<file path="config.mk">
export PLATFORM = sky130hd
export DESIGN_NAME = intel_hex_record_decoder
export DESIGN_NICKNAME = d
export VERILOG_FILES = /design/src/rtl/ihex_pkg.sv /design/src/rtl/intel_hex_record_decoder.sv /design/src/rtl/ihex_in_stage.sv /design/src/rtl/ihex_parser.sv
export SDC_FILE = /design/constraint.sdc
export NUM_CORES = 1
export LEC_CHECK = 0
export ABC_AREA = 1
export BUFFER_PORTS_ARGS = -buffer_cell sky130_fd_sc_hd__buf_2
export CAP_MARGIN = 20
export CORE_MARGIN = 3
export CORE_UTILIZATION = 50
export DETAILED_ROUTE_END_ITERATION = 8
export GPL_ROUTABILITY_DRIVEN = 0
export GPL_TIMING_DRIVEN = 0
export PLACE_DENSITY = 0.67
export SETUP_SLACK_MARGIN = 0.3
export SLEW_MARGIN = 20
export SYNTH_ARGS = -nofsm -noshare
export SYNTH_HDL_FRONTEND = slang
export SYNTH_SLANG_ARGS = --single-unit
</file>
<file path="constraint.sdc">
create_clock -name i_clk -period 9.5 [get_ports i_clk]
set_clock_uncertainty 0.2 [all_clocks]
set_input_delay 1.9 -clock i_clk [delete_from_list [all_inputs] [get_ports i_clk]]
set_output_delay 1.9 -clock i_clk [all_outputs]
set_load 0.02 [all_outputs]
</file>
<file path="src/rtl/ihex_pkg.sv">
// ----------------------------------------------------------------------------
// ihex_pkg
// Shared types, codes and character helpers for the hex record decoder.
// ----------------------------------------------------------------------------
`default_nettype none

package ihex_pkg;

    localparam logic [7:0] CHAR_COLON = 8'h3A;
    localparam logic [7:0] CHAR_ZERO  = 8'h30;
    localparam logic [7:0] CHAR_NINE  = 8'h39;
    localparam logic [7:0] CHAR_LOW_A = 8'h61;
    localparam logic [7:0] CHAR_LOW_F = 8'h66;
    localparam logic [7:0] CHAR_LF    = 8'h0A;
    localparam logic [7:0] CASE_BIT   = 8'h20;

    // result kinds
    localparam logic [1:0] KIND_DATA   = 2'd0;
    localparam logic [1:0] KIND_RECORD = 2'd1;
    localparam logic [1:0] KIND_EOF    = 2'd2;
    localparam logic [1:0] KIND_ERROR  = 2'd3;

    // error codes
    localparam logic [2:0] ERR_NONE     = 3'd0;
    localparam logic [2:0] ERR_NO_COLON = 3'd1;
    localparam logic [2:0] ERR_BAD_HEX  = 3'd2;
    localparam logic [2:0] ERR_CHECKSUM = 3'd3;
    localparam logic [2:0] ERR_TYPE     = 3'd4;
    localparam logic [2:0] ERR_TRUNC    = 3'd5;

    // record types
    localparam logic [7:0] REC_DATA    = 8'h00;
    localparam logic [7:0] REC_EOF     = 8'h01;
    localparam logic [7:0] REC_SEG     = 8'h02;
    localparam logic [7:0] REC_START_S = 8'h03;
    localparam logic [7:0] REC_LINEAR  = 8'h04;
    localparam logic [7:0] REC_START_L = 8'h05;

    // byte positions inside a record
    localparam logic [8:0] IDX_LENGTH  = 9'd0;
    localparam logic [8:0] IDX_OFF_HI  = 9'd1;
    localparam logic [8:0] IDX_OFF_LO  = 9'd2;
    localparam logic [8:0] IDX_TYPE    = 9'd3;
    localparam logic [8:0] IDX_DATA    = 9'd4;
    localparam logic [8:0] IDX_BASE_LO = 9'd5;

    typedef enum logic [2:0] {
        PH_LINE,
        PH_READ,
        PH_EOL,
        PH_DONE,
        PH_ERROR
    } t_phase;

    typedef struct packed {
        logic       is_colon;
        logic       is_lf;
        logic       is_hex;
        logic [3:0] nibble;
    } t_char_info;

    function automatic t_char_info decode_char(input logic [7:0] c);
        t_char_info info;
        logic [7:0] low;
        logic [7:0] diff;
        low = c | CASE_BIT;
        info.is_colon = (c == CHAR_COLON);
        info.is_lf    = (c == CHAR_LF);
        info.is_hex   = 1'b0;
        info.nibble   = 4'd0;
        if (c >= CHAR_ZERO && c <= CHAR_NINE) begin
            diff        = c - CHAR_ZERO;
            info.is_hex = 1'b1;
            info.nibble = diff[3:0];
        end else if (low >= CHAR_LOW_A && low <= CHAR_LOW_F) begin
            diff        = low - CHAR_LOW_A + 8'd10;
            info.is_hex = 1'b1;
            info.nibble = diff[3:0];
        end
        return info;
    endfunction

endpackage

`default_nettype wire

</file>
<file path="src/rtl/intel_hex_record_decoder.sv">
// ----------------------------------------------------------------------------
// intel_hex_record_decoder
// Decodes an ASCII hex-record stream, one character per request.
//
// Input channel: i_in_valid / o_in_stall with i_char_code. Output channel:
// o_out_valid / i_out_stall with the result fields. A character produces
// zero or one result: tentative data bytes, a record-accepted or end-of-file
// result on the checksum byte, or one sticky error.
// A taken character passes the input register, then the result register.
// Throughput: one character per cycle while the receiver does not stall;
// the parse state update is a single pass of byte assembly, 32-bit adds
// and compares per character. When the receiver stalls, the result
// register holds its value and the input register fills; o_in_stall
// rises only once both are occupied. Characters that give no result are
// held too while a result waits: the parser takes a character only if
// the result register is free or being drained.
// Reset (i_rst_n low, synchronous) returns the parser to line start with
// the base, marks and error state cleared and both registers empty.
// ----------------------------------------------------------------------------
`default_nettype none

module intel_hex_record_decoder
    import ihex_pkg::*;
(
    input  wire logic        i_clk,
    input  wire logic        i_rst_n,
    input  wire logic        i_in_valid,
    output logic             o_in_stall,
    input  wire logic [7:0]  i_char_code,
    output logic             o_out_valid,
    input  wire logic        i_out_stall,
    output logic [1:0]       o_kind,
    output logic [2:0]       o_error_code,
    output logic [31:0]      o_byte_address,
    output logic [7:0]       o_data_byte,
    output logic [7:0]       o_record_kind,
    output logic [31:0]      o_lowest_address,
    output logic [31:0]      o_end_address,
    output logic             o_image_seen
);

    logic       take;
    logic       stage_valid;
    t_char_info stage_info;

    ihex_in_stage u_in_stage (
        .i_clk       (i_clk),
        .i_rst_n     (i_rst_n),
        .i_in_valid  (i_in_valid),
        .i_char_code (i_char_code),
        .o_in_stall  (o_in_stall),
        .i_take      (take),
        .o_valid     (stage_valid),
        .o_info      (stage_info)
    );

    ihex_parser u_parser (
        .i_clk            (i_clk),
        .i_rst_n          (i_rst_n),
        .i_valid          (stage_valid),
        .i_info           (stage_info),
        .o_take           (take),
        .o_out_valid      (o_out_valid),
        .i_out_stall      (i_out_stall),
        .o_kind           (o_kind),
        .o_error_code     (o_error_code),
        .o_byte_address   (o_byte_address),
        .o_data_byte      (o_data_byte),
        .o_record_kind    (o_record_kind),
        .o_lowest_address (o_lowest_address),
        .o_end_address    (o_end_address),
        .o_image_seen     (o_image_seen)
    );

endmodule

`default_nettype wire

</file>
<file path="src/rtl/ihex_in_stage.sv">
// ----------------------------------------------------------------------------
// ihex_in_stage
// Input register: takes one character and holds its decoded class.
// ----------------------------------------------------------------------------
`default_nettype none

module ihex_in_stage
    import ihex_pkg::*;
(
    input  wire logic       i_clk,
    input  wire logic       i_rst_n,
    input  wire logic       i_in_valid,
    input  wire logic [7:0] i_char_code,
    output logic            o_in_stall,
    input  wire logic       i_take,
    output logic            o_valid,
    output t_char_info      o_info
);

    logic       r_valid;
    t_char_info r_info;
    logic       accept;

    assign o_in_stall = r_valid && !i_take;
    assign accept     = i_in_valid && !o_in_stall;

    always_ff @(posedge i_clk) begin
        if (!i_rst_n) begin
            r_valid <= 1'b0;
        end else if (accept) begin
            r_valid <= 1'b1;
        end else if (i_take) begin
            r_valid <= 1'b0;
        end
    end

    always_ff @(posedge i_clk) begin
        if (accept) begin
            r_info <= decode_char(i_char_code);
        end
    end

    assign o_valid = r_valid;
    assign o_info  = r_info;

endmodule

`default_nettype wire

</file>
<file path="src/rtl/ihex_parser.sv">
// ----------------------------------------------------------------------------
// ihex_parser
// Record state machine, address tracking and result register.
// ----------------------------------------------------------------------------
`default_nettype none

module ihex_parser
    import ihex_pkg::*;
(
    input  wire logic        i_clk,
    input  wire logic        i_rst_n,
    input  wire logic        i_valid,
    input  wire t_char_info  i_info,
    output logic             o_take,
    output logic             o_out_valid,
    input  wire logic        i_out_stall,
    output logic [1:0]       o_kind,
    output logic [2:0]       o_error_code,
    output logic [31:0]      o_byte_address,
    output logic [7:0]       o_data_byte,
    output logic [7:0]       o_record_kind,
    output logic [31:0]      o_lowest_address,
    output logic [31:0]      o_end_address,
    output logic             o_image_seen
);

    // parse state
    t_phase      r_phase,     n_phase;
    logic        r_low_next,  n_low_next;
    logic [3:0]  r_high,      n_high;
    logic [8:0]  r_count,     n_count;
    logic [7:0]  r_len,       n_len;
    logic [15:0] r_offset,    n_offset;
    logic [7:0]  r_type,      n_type;
    logic [7:0]  r_sum,       n_sum;
    logic [15:0] r_base_word, n_base_word;
    logic [31:0] r_ext,       n_ext;
    logic [31:0] r_start,     n_start;
    logic [31:0] r_addr,      n_addr;
    logic [31:0] r_low,       n_low;
    logic [31:0] r_end,       n_end;
    logic        r_seen,      n_seen;

    // result register
    logic        r_out_valid;
    logic [1:0]  r_kind;
    logic [2:0]  r_err;
    logic [31:0] r_baddr;
    logic [7:0]  r_data;
    logic [7:0]  r_rkind;
    logic [31:0] r_lowest;
    logic [31:0] r_endaddr;
    logic        r_imseen;

    logic        emit;
    logic [1:0]  e_kind;
    logic [2:0]  e_err;
    logic [31:0] e_addr;
    logic [7:0]  e_data;

    logic [7:0]  byte_val;
    logic [8:0]  data_limit;
    logic [31:0] rec_end;

    assign o_take     = i_valid && (!r_out_valid || !i_out_stall);
    assign byte_val   = {r_high, i_info.nibble};
    assign data_limit = IDX_DATA + {1'b0, r_len};
    assign rec_end    = r_start + {24'd0, r_len};

    always_comb begin
        n_phase     = r_phase;
        n_low_next  = r_low_next;
        n_high      = r_high;
        n_count     = r_count;
        n_len       = r_len;
        n_offset    = r_offset;
        n_type      = r_type;
        n_sum       = r_sum;
        n_base_word = r_base_word;
        n_ext       = r_ext;
        n_start     = r_start;
        n_addr      = r_addr;
        n_low       = r_low;
        n_end       = r_end;
        n_seen      = r_seen;
        emit        = 1'b0;
        e_kind      = KIND_ERROR;
        e_err       = ERR_NONE;
        e_addr      = 32'd0;
        e_data      = 8'd0;

        case (r_phase)
            PH_LINE: begin
                if (!i_info.is_colon) begin
                    n_phase = PH_ERROR;
                    emit    = 1'b1;
                    e_err   = ERR_NO_COLON;
                end else begin
                    n_phase     = PH_READ;
                    n_low_next  = 1'b0;
                    n_high      = 4'd0;
                    n_count     = 9'd0;
                    n_len       = 8'd0;
                    n_offset    = 16'd0;
                    n_type      = 8'd0;
                    n_sum       = 8'd0;
                    n_base_word = 16'd0;
                end
            end
            PH_EOL: begin
                if (i_info.is_lf) begin
                    n_phase = PH_LINE;
                end
            end
            PH_READ: begin
                if (i_info.is_lf) begin
                    n_phase = PH_ERROR;
                    emit    = 1'b1;
                    e_err   = ERR_TRUNC;
                end else if (!i_info.is_hex) begin
                    n_phase = PH_ERROR;
                    emit    = 1'b1;
                    e_err   = ERR_BAD_HEX;
                end else if (!r_low_next) begin
                    n_high     = i_info.nibble;
                    n_low_next = 1'b1;
                end else begin
                    n_low_next = 1'b0;
                    n_sum      = r_sum + byte_val;
                    n_count    = r_count + 9'd1;
                    if (r_count == IDX_LENGTH) begin
                        n_len = byte_val;
                    end else if (r_count == IDX_OFF_HI) begin
                        n_offset = {byte_val, 8'd0};
                    end else if (r_count == IDX_OFF_LO) begin
                        n_offset = {r_offset[15:8], byte_val};
                    end else if (r_count == IDX_TYPE) begin
                        // base and offset are settled here: latch the record start
                        n_type  = byte_val;
                        n_start = r_ext + {16'd0, r_offset};
                        n_addr  = r_ext + {16'd0, r_offset};
                    end else if (r_count < data_limit) begin
                        if (r_type == REC_DATA) begin
                            emit   = 1'b1;
                            e_kind = KIND_DATA;
                            e_addr = r_addr;
                            e_data = byte_val;
                            n_addr = r_addr + 32'd1;
                        end else if (r_count == IDX_DATA || r_count == IDX_BASE_LO) begin
                            n_base_word = {r_base_word[7:0], byte_val};
                        end
                    end else begin
                        // checksum byte closes the record
                        n_phase = PH_EOL;
                        emit    = 1'b1;
                        if (n_sum != 8'd0) begin
                            n_phase = PH_ERROR;
                            e_err   = ERR_CHECKSUM;
                        end else begin
                            case (r_type)
                                REC_DATA: begin
                                    e_kind = KIND_RECORD;
                                    e_addr = r_start;
                                    n_seen = 1'b1;
                                    if (!r_seen) begin
                                        n_low = r_start;
                                        n_end = rec_end;
                                    end else begin
                                        if (r_start < r_low) begin
                                            n_low = r_start;
                                        end
                                        if (rec_end > r_end) begin
                                            n_end = rec_end;
                                        end
                                    end
                                end
                                REC_EOF: begin
                                    n_phase = PH_DONE;
                                    e_kind  = KIND_EOF;
                                    e_addr  = r_start;
                                end
                                REC_SEG: begin
                                    n_ext  = {12'd0, r_base_word, 4'd0};
                                    e_kind = KIND_RECORD;
                                    e_addr = r_start;
                                end
                                REC_LINEAR: begin
                                    n_ext  = {r_base_word, 16'd0};
                                    e_kind = KIND_RECORD;
                                    e_addr = r_start;
                                end
                                REC_START_S, REC_START_L: begin
                                    e_kind = KIND_RECORD;
                                    e_addr = r_start;
                                end
                                default: begin
                                    n_phase = PH_ERROR;
                                    e_err   = ERR_TYPE;
                                end
                            endcase
                        end
                    end
                end
            end
            default: begin
            end
        endcase
    end

    always_ff @(posedge i_clk) begin
        if (!i_rst_n) begin
            r_phase     <= PH_LINE;
            r_low_next  <= 1'b0;
            r_high      <= 4'd0;
            r_count     <= 9'd0;
            r_len       <= 8'd0;
            r_offset    <= 16'd0;
            r_type      <= 8'd0;
            r_sum       <= 8'd0;
            r_base_word <= 16'd0;
            r_ext       <= 32'd0;
            r_start     <= 32'd0;
            r_addr      <= 32'd0;
            r_low       <= 32'd0;
            r_end       <= 32'd0;
            r_seen      <= 1'b0;
        end else if (o_take) begin
            r_phase     <= n_phase;
            r_low_next  <= n_low_next;
            r_high      <= n_high;
            r_count     <= n_count;
            r_len       <= n_len;
            r_offset    <= n_offset;
            r_type      <= n_type;
            r_sum       <= n_sum;
            r_base_word <= n_base_word;
            r_ext       <= n_ext;
            r_start     <= n_start;
            r_addr      <= n_addr;
            r_low       <= n_low;
            r_end       <= n_end;
            r_seen      <= n_seen;
        end
    end

    always_ff @(posedge i_clk) begin
        if (!i_rst_n) begin
            r_out_valid <= 1'b0;
        end else if (o_take) begin
            r_out_valid <= emit;
        end else if (!i_out_stall) begin
            r_out_valid <= 1'b0;
        end
    end

    always_ff @(posedge i_clk) begin
        if (o_take && emit) begin
            r_kind    <= e_kind;
            r_err     <= e_err;
            r_baddr   <= e_addr;
            r_data    <= e_data;
            r_rkind   <= n_type;
            r_lowest  <= n_low;
            r_endaddr <= n_end;
            r_imseen  <= n_seen;
        end
    end

    assign o_out_valid      = r_out_valid;
    assign o_kind           = r_kind;
    assign o_error_code     = r_err;
    assign o_byte_address   = r_baddr;
    assign o_data_byte      = r_data;
    assign o_record_kind    = r_rkind;
    assign o_lowest_address = r_lowest;
    assign o_end_address    = r_endaddr;
    assign o_image_seen     = r_imseen;

endmodule

`default_nettype wire
</file>
# After elaboration in Yosys (flattened, before gate mapping)
# Index checks and enable logic that the tools add are counted.
[word_totals] latch_bits=0 n_memories=0 mem_bits_rw=0 input_bits=12 output_inout_bits=120 regBits=361 word_cells=275 rom_bits=0
[classes] bitwise=11 order_cmp=7 div_mod_pow=0 multipliers=0 reduce_logical=37 n_eq_ne=37 n_addsub=9 n_shift=0 muxes=144
[op_table] operator="two-way mux 32 bit" count=33
[op_table] operator="two-way mux 16 bit" count=16
[op_table] operator="two-way mux 8 bit" count=17
[op_table] operator="one-hot mux 16 bit (2 select lines)" count=2
[op_table] operator="one-hot mux 32 bit (2 select lines)" count=1
[op_table] operator="two-way mux 3 bit" count=21
[op_table] operator="one-hot mux 8 bit (2 select lines)" count=3
[op_table] operator="two-way mux 9 bit" count=4
[op_table] operator="adder 32 x 1 -> 32 bit (second input constant)" count=1
[op_table] operator="adder 32 x 16 -> 32 bit" count=1
[op_table] operator="adder 32 x 8 -> 32 bit" count=1
[op_table] operator="> comparator 32 bit" count=1
[op_table] operator="< comparator 32 bit" count=1
[op_table] operator="two-way mux 1 bit" count=30
[op_table] operator="two-way mux 4 bit" count=5
[op_table] operator="!= test 2 bit (second input constant)" count=10
[op_table] operator="!= test 4 bit (second input constant)" count=5
[op_table] operator="== test 9 x 2 -> 1 bit (second input constant)" count=2
[op_table] operator="== test 9 x 3 -> 1 bit (second input constant)" count=2
[op_table] operator="one-hot mux 9 bit (2 select lines)" count=1
[op_table] operator="AND reduction 9 bit" count=2
[op_table] operator="== test 8 x 2 -> 1 bit (second input constant)" count=2
[op_table] operator="== test 8 x 3 -> 1 bit (second input constant)" count=2
[op_table] operator="AND reduction 8 bit" count=2
[op_table] operator="46 further kinds" count=80

# Longest topological paths before layout
[depth] depth_word=15 depth_mapped=27 mapped_depth_nobuf=26

# By module
# A second synthesis with hierarchy kept.
[unflattened] hier_cells=2681 area_unflattened_um2=20029.2
[by_module_without_submodules] module="ihex_parser" cells_each=2623 seq_area_each_um2=8167.8 area_per_inst_um2=19525.0 instances=1
[by_module_without_submodules] module="ihex_in_stage" cells_each=58 seq_area_each_um2=230.2 area_per_inst_um2=504.2 instances=1

# Least setup slack after synthesis
# OpenSTA, ideal clock, no wires.
[synth_path] path_kind="input -> register" from="input i_out_stall" to="register u_parser.r_baddr[0] (netlist: u_parser.o_byte_address[0]) (enable)" path_slack_ns=3.736 t_required_ns=8.829 arrival_ns=5.093 cell_stages=7 n_path_buf=2 setup_time_ns=0.471 cell_sequence="nand2_1 inv_1 nor2_1 clkbuf_1 buf_1 nand2_1 inv_1"
[synth_via] elab_chain_cells=4
[synth_lines] element="start, declared" line="intel_hex_record_decoder.sv:31" rtl="input wire logic i_out_stall,"
[synth_lines] element="zero test 1 bit" line="ihex_parser.sv:65" rtl="assign o_take = i_valid && (!r_out_valid || !i_out_stall);"
[synth_lines] element="logical OR 1 bit" line="ihex_parser.sv:65"
[synth_lines] element="logical AND 1 bit" line="ihex_parser.sv:65"
[synth_lines] element="logical AND 1 bit" line="ihex_parser.sv:257" rtl="if (o_take && emit) begin"
[synth_lines] element="end signal, assigned" line="ihex_parser.sv:260" rtl="r_baddr <= e_addr;"
[synth_lines] element="end, declared" line="ihex_parser.sv:48" rtl="logic [31:0] r_baddr;"
# No other way between the ends.
# A chain may end at the register's enable or synchronous reset.

# Final worst setup path
[layout_path] from="register u_parser.r_start[18]" to="register u_parser.r_endaddr[3] (netlist: u_parser.o_end_address[3]), data pin"
[layout_via] elab_chain_cells=15
[layout_lines] element="start, declared" line="ihex_parser.sv:38" rtl="logic [31:0] r_start, n_start;"
[layout_lines] element="start signal, assigned" line="ihex_parser.sv:238" rtl="r_start <= n_start;"
[layout_lines] element="adder 32 x 8 -> 32 bit" line="ihex_parser.sv:68" rtl="assign rec_end = r_start + {24'd0, r_len};"
[layout_lines] element="> comparator 32 bit" line="ihex_parser.sv:172" rtl="if (rec_end > r_end) begin"
[layout_lines] element="two-way mux 32 bit" line="ihex_parser.sv:172"
[layout_lines] element="two-way mux 32 bit" line="ihex_parser.sv:165" rtl="if (!r_seen) begin"
[layout_lines] element="two-way mux 32 bit" line="ihex_parser.sv:160" rtl="case (r_type)"
[layout_lines] element="two-way mux 32 bit" line="ihex_parser.sv:156" rtl="if (n_sum != 8'd0) begin"
[layout_lines] element="two-way mux 32 bit" line="ihex_parser.sv:142" rtl="end else if (r_count < data_limit) begin"
[layout_lines] element="two-way mux 32 bit" line="ihex_parser.sv:137" rtl="end else if (r_count == IDX_TYPE) begin"
[layout_lines] element="two-way mux 32 bit" line="ihex_parser.sv:135" rtl="end else if (r_count == IDX_OFF_LO) begin"
[layout_lines] element="two-way mux 32 bit" line="ihex_parser.sv:133" rtl="end else if (r_count == IDX_OFF_HI) begin"
[layout_lines] element="two-way mux 32 bit" line="ihex_parser.sv:131" rtl="if (r_count == IDX_LENGTH) begin"
[layout_lines] element="two-way mux 32 bit" line="ihex_parser.sv:124" rtl="end else if (!r_low_next) begin"
[layout_lines] element="two-way mux 32 bit" line="ihex_parser.sv:120" rtl="end else if (!i_info.is_hex) begin"
[layout_lines] element="two-way mux 32 bit" line="ihex_parser.sv:116" rtl="if (i_info.is_lf) begin"
[layout_lines] element="two-way mux 32 bit" line="ihex_parser.sv:92" rtl="case (r_phase)"
[layout_lines] element="via u_parser.n_end[3]" line="ihex_parser.sv:41" rtl="logic [31:0] r_end, n_end;"
[layout_lines] element="end signal, assigned" line="ihex_parser.sv:264" rtl="r_endaddr <= n_end;"
[layout_lines] element="end, declared" line="ihex_parser.sv:52" rtl="logic [31:0] r_endaddr;"
# The timed path passes the listed nets, and every way through them passes these cells.

==> results.cfg <==
[run_status]
status = finished clean

[clock_network]
cts_tree = done
cts.clk_slew.worst_paths_ns = 0.06
cts.repair.resized = 0
cts_setup_buffers = 0
cts_hold_buffers = 0
cts_buffers = 40
clk-insertion-delay-late_ns = 0.57
clock-sinks = 357
cts_max_path_buffers = 3
root_buffer = clkbuf_16
h-tree-depth = 2

[floorplanning]
dieHeight_um = 207
die_area_mm2 = 0.0427
start_util_pct = 51.3
ios = 132
core-area_mm2 = 0.0392
die_x_um = 207
rows = 72

[sta]
maxSlewHeadroom_pct = 29.9
fmax_mhz = 202
post-route-period-util_pct = 52.0
setup-violations-final = 0
setup_tns_ns = 0
worst_pin_slew_ns = 1.05
hold_viol = 0
fin_crit_ns = 4.94
whs_ns = 0.272
rsz0062_at_grt = no
slew_violations = 0
finalWorstSetupSlack_ns = 4.56

[drt]
wl_per_cell_um = 18.3
viasPerCell = 5.66
drc = 0
vias = 19437
ant_nets = 0
drt_iter0_markers = 1871
wirelength_mm = 62.9
firstDrtPassIters = 6

[yosys]
syn-num-nets = 2836
yosys.cell_types.count = 48
synthArstFlopShare_pct = 0
synth-seq-cells = 357
synth_cells = 2713
synth-seq-area-share_pct = 41.7
synth_edf_count = 125
syn-mean-instance-area_um2 = 7.42
yosysWarnings = 0
yosys_most_used_dff = dfxtp_1
synth_area_mm2 = 0.0201

[place]
dpl-instance-area_mm2 = 0.0215
pre_cts_ws_ns = 4.23
dp.cells = 3362
dp_hpwl_mm = 48.3
port-buffer-count = 130

[cells_and_area]
nets = 3009
num_antenna_cells = 0
syn_to_final_growth_pct = 13.5
fin_util_pct = 58.3
final_cells = 3435
design_area_mm2 = 0.0228
drive_gt1_share_pct = 9.19

[critical_path]
end_kind = flop
slowest_delay_ns = 0.56
r2r-start = u_parser.r_start[18]
cp-startpoint = u_parser.r_start[18]
crit_cells = 22
setup.worst_path.class = reg2reg
cp-endpoint = u_parser.o_end_address[3]
worst-path-buf-inv = 4
reg2reg_slack_ns = 4.56
critPathArrivalTime_ns = 5.04
setup.worst_path.start_class = flop
cp_top_family = simple AND/OR/NAND/NOR gates
r2r-end = u_parser.o_end_address[3]
crit_required_ns = 9.60
path_max_fanout = 10
r2r_cells = 22
crit_top_cell = nand2_1
crit_chain = clkbuf_1 -> nand2_1 -> nor2_1 -> inv_1 -> nor2_1 -> nor3b_1 -> nand3_1 -> nand2_1 -> nand2_1 -> ha_1 -> nand2_1 -> nor2_1 -> nand4_1 -> nor2_1 -> nand4_1 -> nand2_1 -> nand2_1 -> nand2_1 -> buf_2 -> nand2_1 -> nand2_1 -> inv_1
cp_slowest_cell = clkbuf_1

[global_routing]
grt_pass1_vias = 18230
met1_usage_pct = 37.3
met2_usage_pct = 48.3
antenna_found_initial = 1
grt_max_degree = 89
busiest_layer = met2
grtUsageMet3_pct = 4.86
track_usage_pct = 29.4
grt_pass1_wl_mm = 98.4
grt-ovfl-total = 0

[power_and_ir_drop]
power_density_mw_per_mm2 = 159
ir_drop_mv = 0.155
p_leak_nw = 10.0
p_total_mw = 3.63

[min_path]
holdCritPathClass = reg2reg

[flow_run]
cap_violations = 0
==> layout by cell type, fill, tap and decap left out, drive strengths merged, types with 5 or more instances in the layout <==
master,instances
nor4,7
nand4,39
clkbuf,126
xnor2,11
a31oi,17
ha,108
inv,352
bufinv,5
nor2,211
xor2,47
o211ai,8
a211oi,31
clkinv,13
or2,8
a21o,6
nand2,639
edfxtp,125
dfxtp,232
buf,166
o21ai,173
nand3b,11
nand3,276
a21oi,231
o21a,6
nor3,42
==> sequential cells by signal, indices dropped and copies added (netlist names), 4 cells and up <==
register	count
u_parser.r_ext	28
u_parser.o_end_address	32
u_parser.o_byte_address	32
u_parser.r_count	9
u_parser.o_lowest_address	32
u_parser.r_low	32
u_parser.r_base_word	16
u_parser.r_start	32
u_parser.o_record_kind	8
u_parser.r_addr	32
u_parser.r_sum	8
u_parser.r_len	8
u_parser.o_data_byte	8
u_in_stage.o_info	7
u_parser.r_end	32
u_parser.r_offset	16
u_parser.r_high	4
u_parser.r_type	8
==> where the power goes <==
part           switching, mW  internal (mW)
clock                  0.636          0.978
sequential            0.0319           1.64
combinational          0.243          0.102
==> cells in the mapped netlist (11+ instances only) <==
library cell	instances	area [µm²]
xnor2_1	11	96.3
nor2_1	207	777
nand3b_1	11	82.6
o21ai_0	159	796
inv_1	343	1290
a31oi_1	17	106
nand3_1	275	1380
o21ai_1	12	60.1
nor3_1	39	195
dfxtp_1	232	4640
nand4_1	39	244
a211oi_1	14	105
edfxtp_1	125	3750
xor2_1	47	412
ha_1	108	1350
clkbuf_1	73	274
a21oi_1	230	1150
buf_2	21	105
nand2_1	639	2400
a211oi_2	17	213
==> kinds of logic after synthesis <==
family / count (synthesis) / synth area share, %
and+or+nand+nor: 1242 / 26.4
xor gates and xnor gates: 58 / 2.52
adders and majority gates: 111 / 7.01
DFF: 357 / 41.7
AOI/OAI and AO/OA: 486 / 13.5
buffers and inverters: 459 / 8.84
==> routing by layer <==
layer	up-vias	routed length, µm
met5	-	13
met4	2	3570
met3	213	5120
met2	841	28600
met1	8998	25500
li1	9383	-
==> worst register-to-register path: cells and delay by family, from the launching register on <==
kind | cells | cell delay (ns)
buf+inv | 4 | 0.99
flops | 1 | 0.34
fa+ha+maj | 1 | 0.33
simple gates | 17 | 2.84
==> final cells by class <==
type | instances | area [µm²]
buffer | 108 | 462
clock buffer | 53 | 1130
clock inverter | 20 | 243
fill | 3644 | 16400
inverter | 351 | 1320
multi-input combinational | 1897 | 9940
sequential | 357 | 8400
tap | 518 | 648
timing repair buffer | 131 | 678
==> worst min path at each step <==
stage                      start                end  depth (start not counted)
4_1_cts        u_parser.r_sum[0]  u_parser.r_sum[0]                          2
5_1_grt        u_parser.r_sum[2]  u_parser.r_sum[2]                          2
3_3_place_gp   u_parser.r_sum[6]  u_parser.r_sum[6]                          2
6_report       u_parser.r_sum[0]  u_parser.r_sum[0]                          2
3_5_place_dp   u_parser.r_sum[0]  u_parser.r_sum[0]                          2
2_1_floorplan  u_parser.r_sum[0]  u_parser.r_sum[0]                          2
(Power assumes the default switching activity.)
